`src/hw/rtl/cts_pkg.sv`:
```
// ----------------------------------------------------------------------------
// Countdown timer set package
// Sizes, command codes, timer modes and shared types of the timer set.
// ----------------------------------------------------------------------------
package cts_pkg;

  // Sizes of the timer table.
  localparam int NUM_TIMERS  = 16;
  localparam int COUNT_WIDTH = 16;
  localparam int IDX_W       = (NUM_TIMERS > 1) ? $clog2(NUM_TIMERS) : 1;

  // Fixed port field widths.
  localparam int CMD_W = 2;
  localparam int TID_W = 4;
  localparam int SV_W  = 16;
  localparam int EID_W = 4;

  // Command codes.
  localparam logic [CMD_W-1:0] CMD_TICK  = 2'd0;
  localparam logic [CMD_W-1:0] CMD_START = 2'd1;
  localparam logic [CMD_W-1:0] CMD_STOP  = 2'd2;

  // Mode of one timer.
  typedef enum logic [1:0] {
    MODE_STOPPED = 2'd0,
    MODE_RUNNING = 2'd1,
    MODE_EXPIRED = 2'd2
  } timer_mode_t;

  // Contents of one cell.
  typedef struct packed {
    timer_mode_t            mode;
    logic [COUNT_WIDTH-1:0] count;
  } timer_t;

  // Per-cell control from the top level.
  typedef struct packed {
    logic shift;
    logic load;
    logic stop;
  } cell_ctl_t;

endpackage

```
`src/hw/rtl/cts_cell.sv`:
```
// ----------------------------------------------------------------------------
// Timer cell
// Holds one timer's mode and count and takes its neighbor's contents on a shift.
// ----------------------------------------------------------------------------
module cts_cell
  import cts_pkg::*;
(
  input  logic                   clk,
  input  logic                   rst_n,
  input  cell_ctl_t              ctl,
  input  logic [COUNT_WIDTH-1:0] load_value,
  input  timer_t                 nb,
  output timer_t                 q
);

  timer_mode_t            mode_r, mode_nxt;
  logic [COUNT_WIDTH-1:0] count_r, count_nxt;

  // A shift has priority; start and stop only occur while the ring is at rest.
  always_comb begin
    mode_nxt  = mode_r;
    count_nxt = count_r;
    if (ctl.shift) begin
      mode_nxt  = nb.mode;
      count_nxt = nb.count;
    end else if (ctl.load) begin
      mode_nxt  = MODE_RUNNING;
      count_nxt = load_value;
    end else if (ctl.stop) begin
      mode_nxt  = MODE_STOPPED;
    end
  end

  // The mode is control state and is cleared by reset.
  always_ff @(posedge clk) begin
    if (!rst_n) begin
      mode_r <= MODE_STOPPED;
    end else begin
      mode_r <= mode_nxt;
    end
  end

  // The count is only read for running timers, so it needs no reset.
  always_ff @(posedge clk) begin
    count_r <= count_nxt;
  end

  assign q.mode  = mode_r;
  assign q.count = count_r;

endmodule

```
`src/hw/rtl/cts_ctrl.sv`:
```
// ----------------------------------------------------------------------------
// Timer set controller
// Runs the tick scan around the cell ring and holds the output word register.
// ----------------------------------------------------------------------------
module cts_ctrl
  import cts_pkg::*;
(
  input  logic                  clk,
  input  logic                  rst_n,
  input  logic                  in_valid,
  input  logic [CMD_W-1:0]      in_cmd,
  output logic                  in_stall,
  input  logic [NUM_TIMERS-1:0] exp_vec,
  input  timer_t                head,
  output timer_t                head_nxt,
  output logic                  shift,
  output logic                  out_valid,
  input  logic                  out_stall,
  output logic [EID_W-1:0]      out_expired_id,
  output logic                  out_last
);

  typedef enum logic [1:0] {
    ST_IDLE = 2'b01,
    ST_SCAN = 2'b10
  } ctrl_state_t;

  ctrl_state_t           state_r, state_nxt;
  logic [IDX_W-1:0]      step_r, step_nxt;
  logic [NUM_TIMERS-1:0] rem_r, rem_nxt;
  logic [NUM_TIMERS-1:0] rem_clr;
  logic                  out_valid_r, out_valid_nxt;
  logic [EID_W-1:0]      out_id_r, out_id_nxt;
  logic                  out_last_r, out_last_nxt;
  logic                  idle;
  logic                  tick_acc;
  logic                  head_exp;
  logic                  slot_free;
  logic                  last_step;

  assign idle      = (state_r == ST_IDLE);
  assign in_stall  = !idle;
  assign tick_acc  = in_valid && idle && (in_cmd == CMD_TICK);
  assign last_step = (step_r == IDX_W'(NUM_TIMERS - 1));

  // The head cell holds timer step_r; it expires when a running count is one.
  assign head_exp  = (head.mode == MODE_RUNNING) && (head.count == COUNT_WIDTH'(1));
  assign slot_free = !out_valid_r || !out_stall;
  assign shift     = (state_r == ST_SCAN) && (slot_free || !head_exp);

  // Expiries still ahead in this tick decide the last flag.
  assign rem_clr = rem_r & ~(NUM_TIMERS'(1) << step_r);

  // Decrement a running head timer on its way to the tail of the ring.
  always_comb begin
    head_nxt = head;
    if (head.mode == MODE_RUNNING) begin
      head_nxt.count = head.count - COUNT_WIDTH'(1);
      if (head_exp) begin
        head_nxt.mode = MODE_EXPIRED;
      end
    end
  end

  // Scan sequencer: one timer per cycle, held while a report cannot leave.
  always_comb begin
    state_nxt = state_r;
    step_nxt  = step_r;
    rem_nxt   = rem_r;
    case (state_r)
      ST_IDLE: begin
        if (tick_acc) begin
          state_nxt = ST_SCAN;
          step_nxt  = '0;
          rem_nxt   = exp_vec;
        end
      end
      ST_SCAN: begin
        if (shift) begin
          step_nxt = step_r + 1'b1;
          rem_nxt  = rem_clr;
          if (last_step) begin
            state_nxt = ST_IDLE;
          end
        end
      end
      default: begin
        state_nxt = ST_IDLE;
      end
    endcase
  end

  // Output word register.
  always_comb begin
    out_valid_nxt = out_valid_r && out_stall;
    out_id_nxt    = out_id_r;
    out_last_nxt  = out_last_r;
    if (shift && head_exp) begin
      out_valid_nxt = 1'b1;
      out_id_nxt    = EID_W'(step_r);
      out_last_nxt  = (rem_clr == '0);
    end
  end

  always_ff @(posedge clk) begin
    if (!rst_n) begin
      state_r     <= ST_IDLE;
      out_valid_r <= 1'b0;
    end else begin
      state_r     <= state_nxt;
      out_valid_r <= out_valid_nxt;
    end
  end

  always_ff @(posedge clk) begin
    step_r     <= step_nxt;
    rem_r      <= rem_nxt;
    out_id_r   <= out_id_nxt;
    out_last_r <= out_last_nxt;
  end

  assign out_valid      = out_valid_r;
  assign out_expired_id = out_id_r;
  assign out_last       = out_last_r;

endmodule

```
`src/hw/rtl/countdown_timer_set_core.sv`:
```
// ----------------------------------------------------------------------------
// Countdown timer set core
// A table of countdown timers kept in a ring of cells that rotates once per tick.
//
//   Channel  Direction  Word
//   in_      input      in_cmd, in_timer_id, in_start_value
//   out_     output     out_expired_id, out_last
//
// A start or stop is applied to its cell in place.
// A tick is accepted while idle, then the ring makes one rotation in which
// the head cell updates one timer per cycle unless a stalled output holds it,
// so timers are reported in ascending order. A stalled output holds the
// rotation only on a cycle that has a report.
// in_stall is high during the tick rotation. Reset clears all modes to stopped.
// ----------------------------------------------------------------------------
module countdown_timer_set_core
  import cts_pkg::*;
(
  input  logic             clk,
  input  logic             rst_n,
  input  logic             in_valid,
  output logic             in_stall,
  input  logic [CMD_W-1:0] in_cmd,
  input  logic [TID_W-1:0] in_timer_id,
  input  logic [SV_W-1:0]  in_start_value,
  output logic             out_valid,
  input  logic             out_stall,
  output logic [EID_W-1:0] out_expired_id,
  output logic             out_last
);

  timer_t                 cell_q [NUM_TIMERS];
  timer_t                 cell_d [NUM_TIMERS];
  timer_t                 head_nxt;
  logic [NUM_TIMERS-1:0]  exp_vec;
  logic                   shift;
  logic                   accept;
  logic                   start_ok;
  logic                   stop_ok;
  logic [COUNT_WIDTH-1:0] load_value;

  assign accept     = in_valid && !in_stall;
  assign load_value = COUNT_WIDTH'(in_start_value);
  assign start_ok   = accept && (in_cmd == CMD_START) && (load_value != '0);
  assign stop_ok    = accept && (in_cmd == CMD_STOP);

  // Ring of timer cells: each takes its upper neighbor, the tail takes the head.
  for (genvar i = 0; i < NUM_TIMERS; i++) begin : g_cell
    cell_ctl_t ctl;

    if (i == NUM_TIMERS - 1) begin : g_tail
      assign cell_d[i] = head_nxt;
    end else begin : g_mid
      assign cell_d[i] = cell_q[i+1];
    end

    assign ctl.shift  = shift;
    assign ctl.load   = start_ok && (32'(in_timer_id) == 32'(i));
    assign ctl.stop   = stop_ok && (32'(in_timer_id) == 32'(i));
    assign exp_vec[i] = (cell_q[i].mode == MODE_RUNNING) &&
                        (cell_q[i].count == COUNT_WIDTH'(1));

    cts_cell u_cell (
      .clk        (clk),
      .rst_n      (rst_n),
      .ctl        (ctl),
      .load_value (load_value),
      .nb         (cell_d[i]),
      .q          (cell_q[i])
    );
  end

  // Tick scan and output register.
  cts_ctrl u_ctrl (
    .clk            (clk),
    .rst_n          (rst_n),
    .in_valid       (in_valid),
    .in_cmd         (in_cmd),
    .in_stall       (in_stall),
    .exp_vec        (exp_vec),
    .head           (cell_q[0]),
    .head_nxt       (head_nxt),
    .shift          (shift),
    .out_valid      (out_valid),
    .out_stall      (out_stall),
    .out_expired_id (out_expired_id),
    .out_last       (out_last)
  );

endmodule

```
`config.mk`:
```
export PLATFORM = sky130hd
export DESIGN_NAME = countdown_timer_set_core
export DESIGN_NICKNAME = d
export VERILOG_FILES = /design/src/hw/rtl/cts_pkg.sv /design/src/hw/rtl/cts_cell.sv /design/src/hw/rtl/cts_ctrl.sv /design/src/hw/rtl/countdown_timer_set_core.sv
export SDC_FILE = /design/constraint.sdc
export NUM_CORES = 1
export LEC_CHECK = 0
export ABC_CLOCK_PERIOD_IN_PS = 3700
export BUFFER_PORTS_ARGS = -buffer_cell sky130_fd_sc_hd__buf_2
export CORE_MARGIN = 3
export CORE_UTILIZATION = 60
export CTS_CLUSTER_DIAMETER = 50
export DETAILED_ROUTE_END_ITERATION = 10
export GPL_ROUTABILITY_DRIVEN = 1
export MAX_ROUTING_LAYER = met4
export PLACE_DENSITY = 0.77
export SLEW_MARGIN = 10
export SYNTH_ARGS = -nofsm -noshare
export SYNTH_HDL_FRONTEND = slang
export SYNTH_HIERARCHICAL = 1
export SYNTH_SLANG_ARGS = --single-unit
```
`constraint.sdc`:
```
create_clock -name clk -period 3.7 [get_ports clk]
set_clock_uncertainty 0.2 [all_clocks]
set_input_delay 0.185 -clock clk [delete_from_list [all_inputs] [get_ports clk]]
set_output_delay 0.185 -clock clk [all_outputs]
set_load 0.005 [all_outputs]
```
==> results.md <==
Synthesis:
- The post-synthesis share of cell area spent on and, or, nand and nor gates is 13.3%.
- When the netlist entered floorplanning its net count stood at 1,105.
- The commonest cells after synthesis are 281 x sky130_fd_sc_hd__edfxtp_1, 256 x sky130_fd_sc_hd__mux2_2, 64 x sky130_fd_sc_hd__nor2_1, 59 x sky130_fd_sc_hd__nand2_1, 45 x sky130_fd_sc_hd__nor4_1.
- The most frequently used flop master after synthesis is sky130_fd_sc_hd__edfxtp_1.
- After Yosys synthesis, XOR and XNOR cells account for 0.855% of the synthesized area.
- The cell type with the highest aggregate area in the netlist is sky130_fd_sc_hd__edfxtp_1.
- The multiplexer area fraction after synthesis is 19.0%.
- Each instance of the synthesized netlist takes up on average 14.4 sq um.
- After synthesis, the largest family of logic cells by area is multiplexers.
- After synthesis, the cell types taking the most area are sky130_fd_sc_hd__edfxtp_1 55%, sky130_fd_sc_hd__mux2_2 19%, sky130_fd_sc_hd__dfxtp_1 4.6%.
- Of all flip-flops after synthesis, the portion carrying an async set or reset was 0%.
- The mapped netlist covers 15,400 sq um.
- Synthesis instantiated 55 different standard cells from the library.
- The sequential element share of the synthesized area is 59.4%.
- After Yosys synthesis, full adders, half adders and majority gates account for 0.651% of the synthesized area.
- The post-synthesis compound-gate area fraction is 3.50%.
- Synthesis inferred 316 register bits.
- The count of yosys warnings during synthesis is 6.
- The number of flops mapped to enable cells by yosys is 281.
- The cell count after synthesis is 1,071.
- In the post-synthesis netlist, the cell with the most instances is sky130_fd_sc_hd__edfxtp_1.
- The share of the synthesized area in the top cell type is 54.9%.

Routing:
- The mean routed wirelength per cell is 24.3 microns.
- The detailed-route vias per instance is 6.38.
- The remaining routing DRC violations is 0.
- The first detailed-routing pass took 8 iterations.
- The wire length after detailed routing is 35,300 microns.
- For this block, the initial DRC count from the detailed router was 1,178.
- The number of vias after detailed routing is 9,283.
- In this run the remaining antenna-violating nets after routing total 0.

Critical path:
- The maximum fanout count along the critical path is 80.
- The startpoint-to-endpoint class of the critical path is reg2reg.
- Data arrives at the worst endpoint at 3370 ps.
- Measured in cells, the most critical reg-to-reg path has a length of 9.
- STA classifies the critical path startpoint as a register.
- The endpoint required time on the critical path is 3760 ps.
- The endpoint kind of the worst setup timing path is a register.

Finish:
- The net count of the finished layout is 1,139.
- The layout overhead on the synthesized area is 9.43%.
- The design area is 16,800 sq um.
- Of the cells placed in the final design, the portion with a size suffix greater than 1 is 35.9%.
- After filler insertion, the fill cell instance count of the layout stands at 1,668.

STA:
- The number of slew-limit violations in the final report is 0.
- Subtracting the final worst setup slack from the clock period gives 3310 ps.
- For the pin with the worst max-slew slack, the measured transition is 1050 ps.
- In this run the tightest slew margin relative to its limit is 30.3%.
- In the finished design, the share of the clock period the worst path needs comes to 89.5%.
- The count of endpoints failing hold in the final timing report was 0.
- The number of setup violations in the final report is 0.
- Adding up every negative setup slack in the final design gives 0 ps.
- Setup repair after global routing left no endpoint under its margin.
- Timing would allow up to 302 MHz.

Clock network:
- The number of buffers inserted by hold repair at cts is 3.
- The clock drives 316 sinks.
- Clock-pin slew was measured on the worst setup and hold paths at 60 ps.
- The library cell used as clock root buffer is sky130_fd_sc_hd__clkbuf_16.
- In this run the post-CTS setup repair buffer count came out at 0.
- The number of CTS-inserted buffers is 35.
- For the worst-skew pair, the clock arrives at the later sink with an insertion delay of 510 ps.
- The number of gates resized after CTS was 0.
- The clock passes through at most 3 buffers.
- TritonCTS built the clock tree.
- The deepest level of the CTS H-tree is 2.

Power and ir drop:
- IR analysis of the VDD net gives a maximum drop of 467 uV.
- The total power density per cell area is 456 nW/um^2.
- The analysis attributes to cell leakage a power of 5.38 nW.

Min path:
- Counting instances, the worst hold path has a depth of 4.
- The min-delay analysis places its worst path in the category in2reg.

Global route:
- The number of antenna violations at the first check in global routing was 1.
- The number of global-route vias before repair came to 9,224.
- The pin count of the biggest net entering global routing is 94.
- The first-pass GRT wire length is 54,100 microns.
- The total global routing overflow is 0.
- In the global route stage, overall resource usage came out at 25.9%.

Floorplan:
- The number of core rows is 57.
- The die area is 27,600 sq um.
- In this run the horizontal extent of the chip is 166 microns.
- During I/O placement, the number of pins put on the boundary was 33.
- The starting density of the core is 62.1%.
- The standard cell core area is 24,700 sq um.
- The die boundary height is 166 microns.

Run:
- Across the run, the number of max-cap violations was 0.

Place:
- The final weighted congestion in routability-driven placement is 0.848.
- Summing all placed instances gives a cell area of 15,700 sq um.
- In this run the tool buffered the top-level ports with 32 buffer cells.
- Detailed placement finished with a half-perimeter wire length of 22,200 microns.

Status:
- The flow ran to the end, and the final reports show no timing, DRC or antenna violations.
per-stage QoR:
| stage | total power [mW] | std cells | hold WS (ps) | util [%] | worst slack (ps) |
|---|---|---|---|---|---|
| 6_report | 7.68 | 1454 | 48.1 | 68.0 | 390 |
| 5_1_grt | 7.89 | 1454 | 72.4 | 68.0 | 281 |
| 4_1_cts | 7.71 | 1453 | 38.2 | 68.0 | 431 |
| 3_5_place_dp | 4.31 | 1389 | 255 | 63.3 | 430 |
| 3_3_place_gp | 4.31 | 1389 | 269 | 63.3 | 445 |
| 2_1_floorplan | 4.17 | 1071 | 124 | - | 596 |
critical path: stages, from the launching register on:
cell,delay (ps)
sky130_fd_sc_hd__edfxtp_1,410
sky130_fd_sc_hd__inv_1,100
sky130_fd_sc_hd__ha_1,130
sky130_fd_sc_hd__or4b_1,430
sky130_fd_sc_hd__or4_4,470
sky130_fd_sc_hd__nor3_4,290
sky130_fd_sc_hd__nor2_4,150
sky130_fd_sc_hd__buf_12,230
sky130_fd_sc_hd__buf_12,260
sky130_fd_sc_hd__mux2_2,310
logic make-up after synthesis:
logic type      after synthesis
compound gates               71
xor+xnor                     15
fa+ha+maj                     8
buf+inv                      76
flops                       316
mux                         260
simple gates                325
where the power goes:
part / leakage, nW / total (mW) / internal [mW] / switching, mW
Clock: 0.543 / 3.43 / 2.03 / 1.40
Combinational: 2.01 / 0.330 / 0.143 / 0.187
Sequential: 2.82 / 3.92 / 3.90 / 0.0166
area by class of cell:
type / instances / area (sq um) / share of cell area (%)
diodes: 1 / 2.50 / 0.0149
clock buffers: 38 / 887 / 5.27
clock inverters: 23 / 239 / 1.42
inverters: 28 / 105 / 0.625
multi-input cells: 679 / 5740 / 34.1
flip-flops and latches: 316 / 9140 / 54.3
well taps: 324 / 405 / 2.41
repair buffers: 45 / 303 / 1.80
final timing paths:
kind | from | to | slack (ps)
min reg2reg | g_cell[1].u_cell/mode_r[1] | g_cell[0].u_cell/mode_r[1] | 280
max reg2reg | g_cell[0].u_cell/count_r[1] | g_cell[3].u_cell/count_r[4] | 390
max | g_cell[0].u_cell/count_r[1] | g_cell[3].u_cell/count_r[4] | 390
min | in_cmd[0] | u_ctrl/state_r[0] | 50
registers in the layout, indices dropped and copies added (netlist names):
register	cells
u_ctrl/out_last	1
u_ctrl/step_r	4
u_ctrl/state_r	2
u_ctrl/out_valid	1
g_cell.u_cell/mode_r	32
u_ctrl/out_expired_id	4
u_ctrl/rem_r	16
g_cell.u_cell/count_r	256
placed cells by master (no fill, tap or decap), drive strengths merged, types with 2 or more instances in the layout:
cell / Yosys / layout
a211oi: 2 / 2
a21boi: 17 / 17
a21o: 3 / 3
a21oi: 2 / 2
a31oi: 3 / 3
and4: 2 / 2
buf: 38 / 42
bufinv: 0 / 4
clkbuf: 10 / 38
clkinv: 0 / 10
clkinvlp: 0 / 3
dfxtp: 35 / 35
dlygate4sd3: 0 / 3
edfxtp: 281 / 281
ha: 8 / 8
inv: 28 / 34
mux2: 256 / 256
mux2i: 4 / 4
nand2: 59 / 59
nand2b: 7 / 7
nand3: 6 / 6
nand3b: 5 / 5
nand4: 15 / 15
nand4bb: 2 / 2
nor2: 65 / 65
nor2b: 21 / 21
nor3: 8 / 8
nor4: 55 / 55
nor4b: 3 / 3
nor4bb: 15 / 15
o21ai: 23 / 23
o221a: 16 / 16
or2: 19 / 19
or3: 3 / 3
or4: 19 / 19
or4b: 18 / 18
xnor2: 5 / 5
xor2: 10 / 10
layer usage:
layer  global-route usage [%]  share of wire (%)
met1                     35.9                 42
met2                     39.9                 47
met5                        -                  0
met4                     7.63                2.7
met3                     4.57                7.7
No activity file was read; power rests on OpenSTA's default activity.
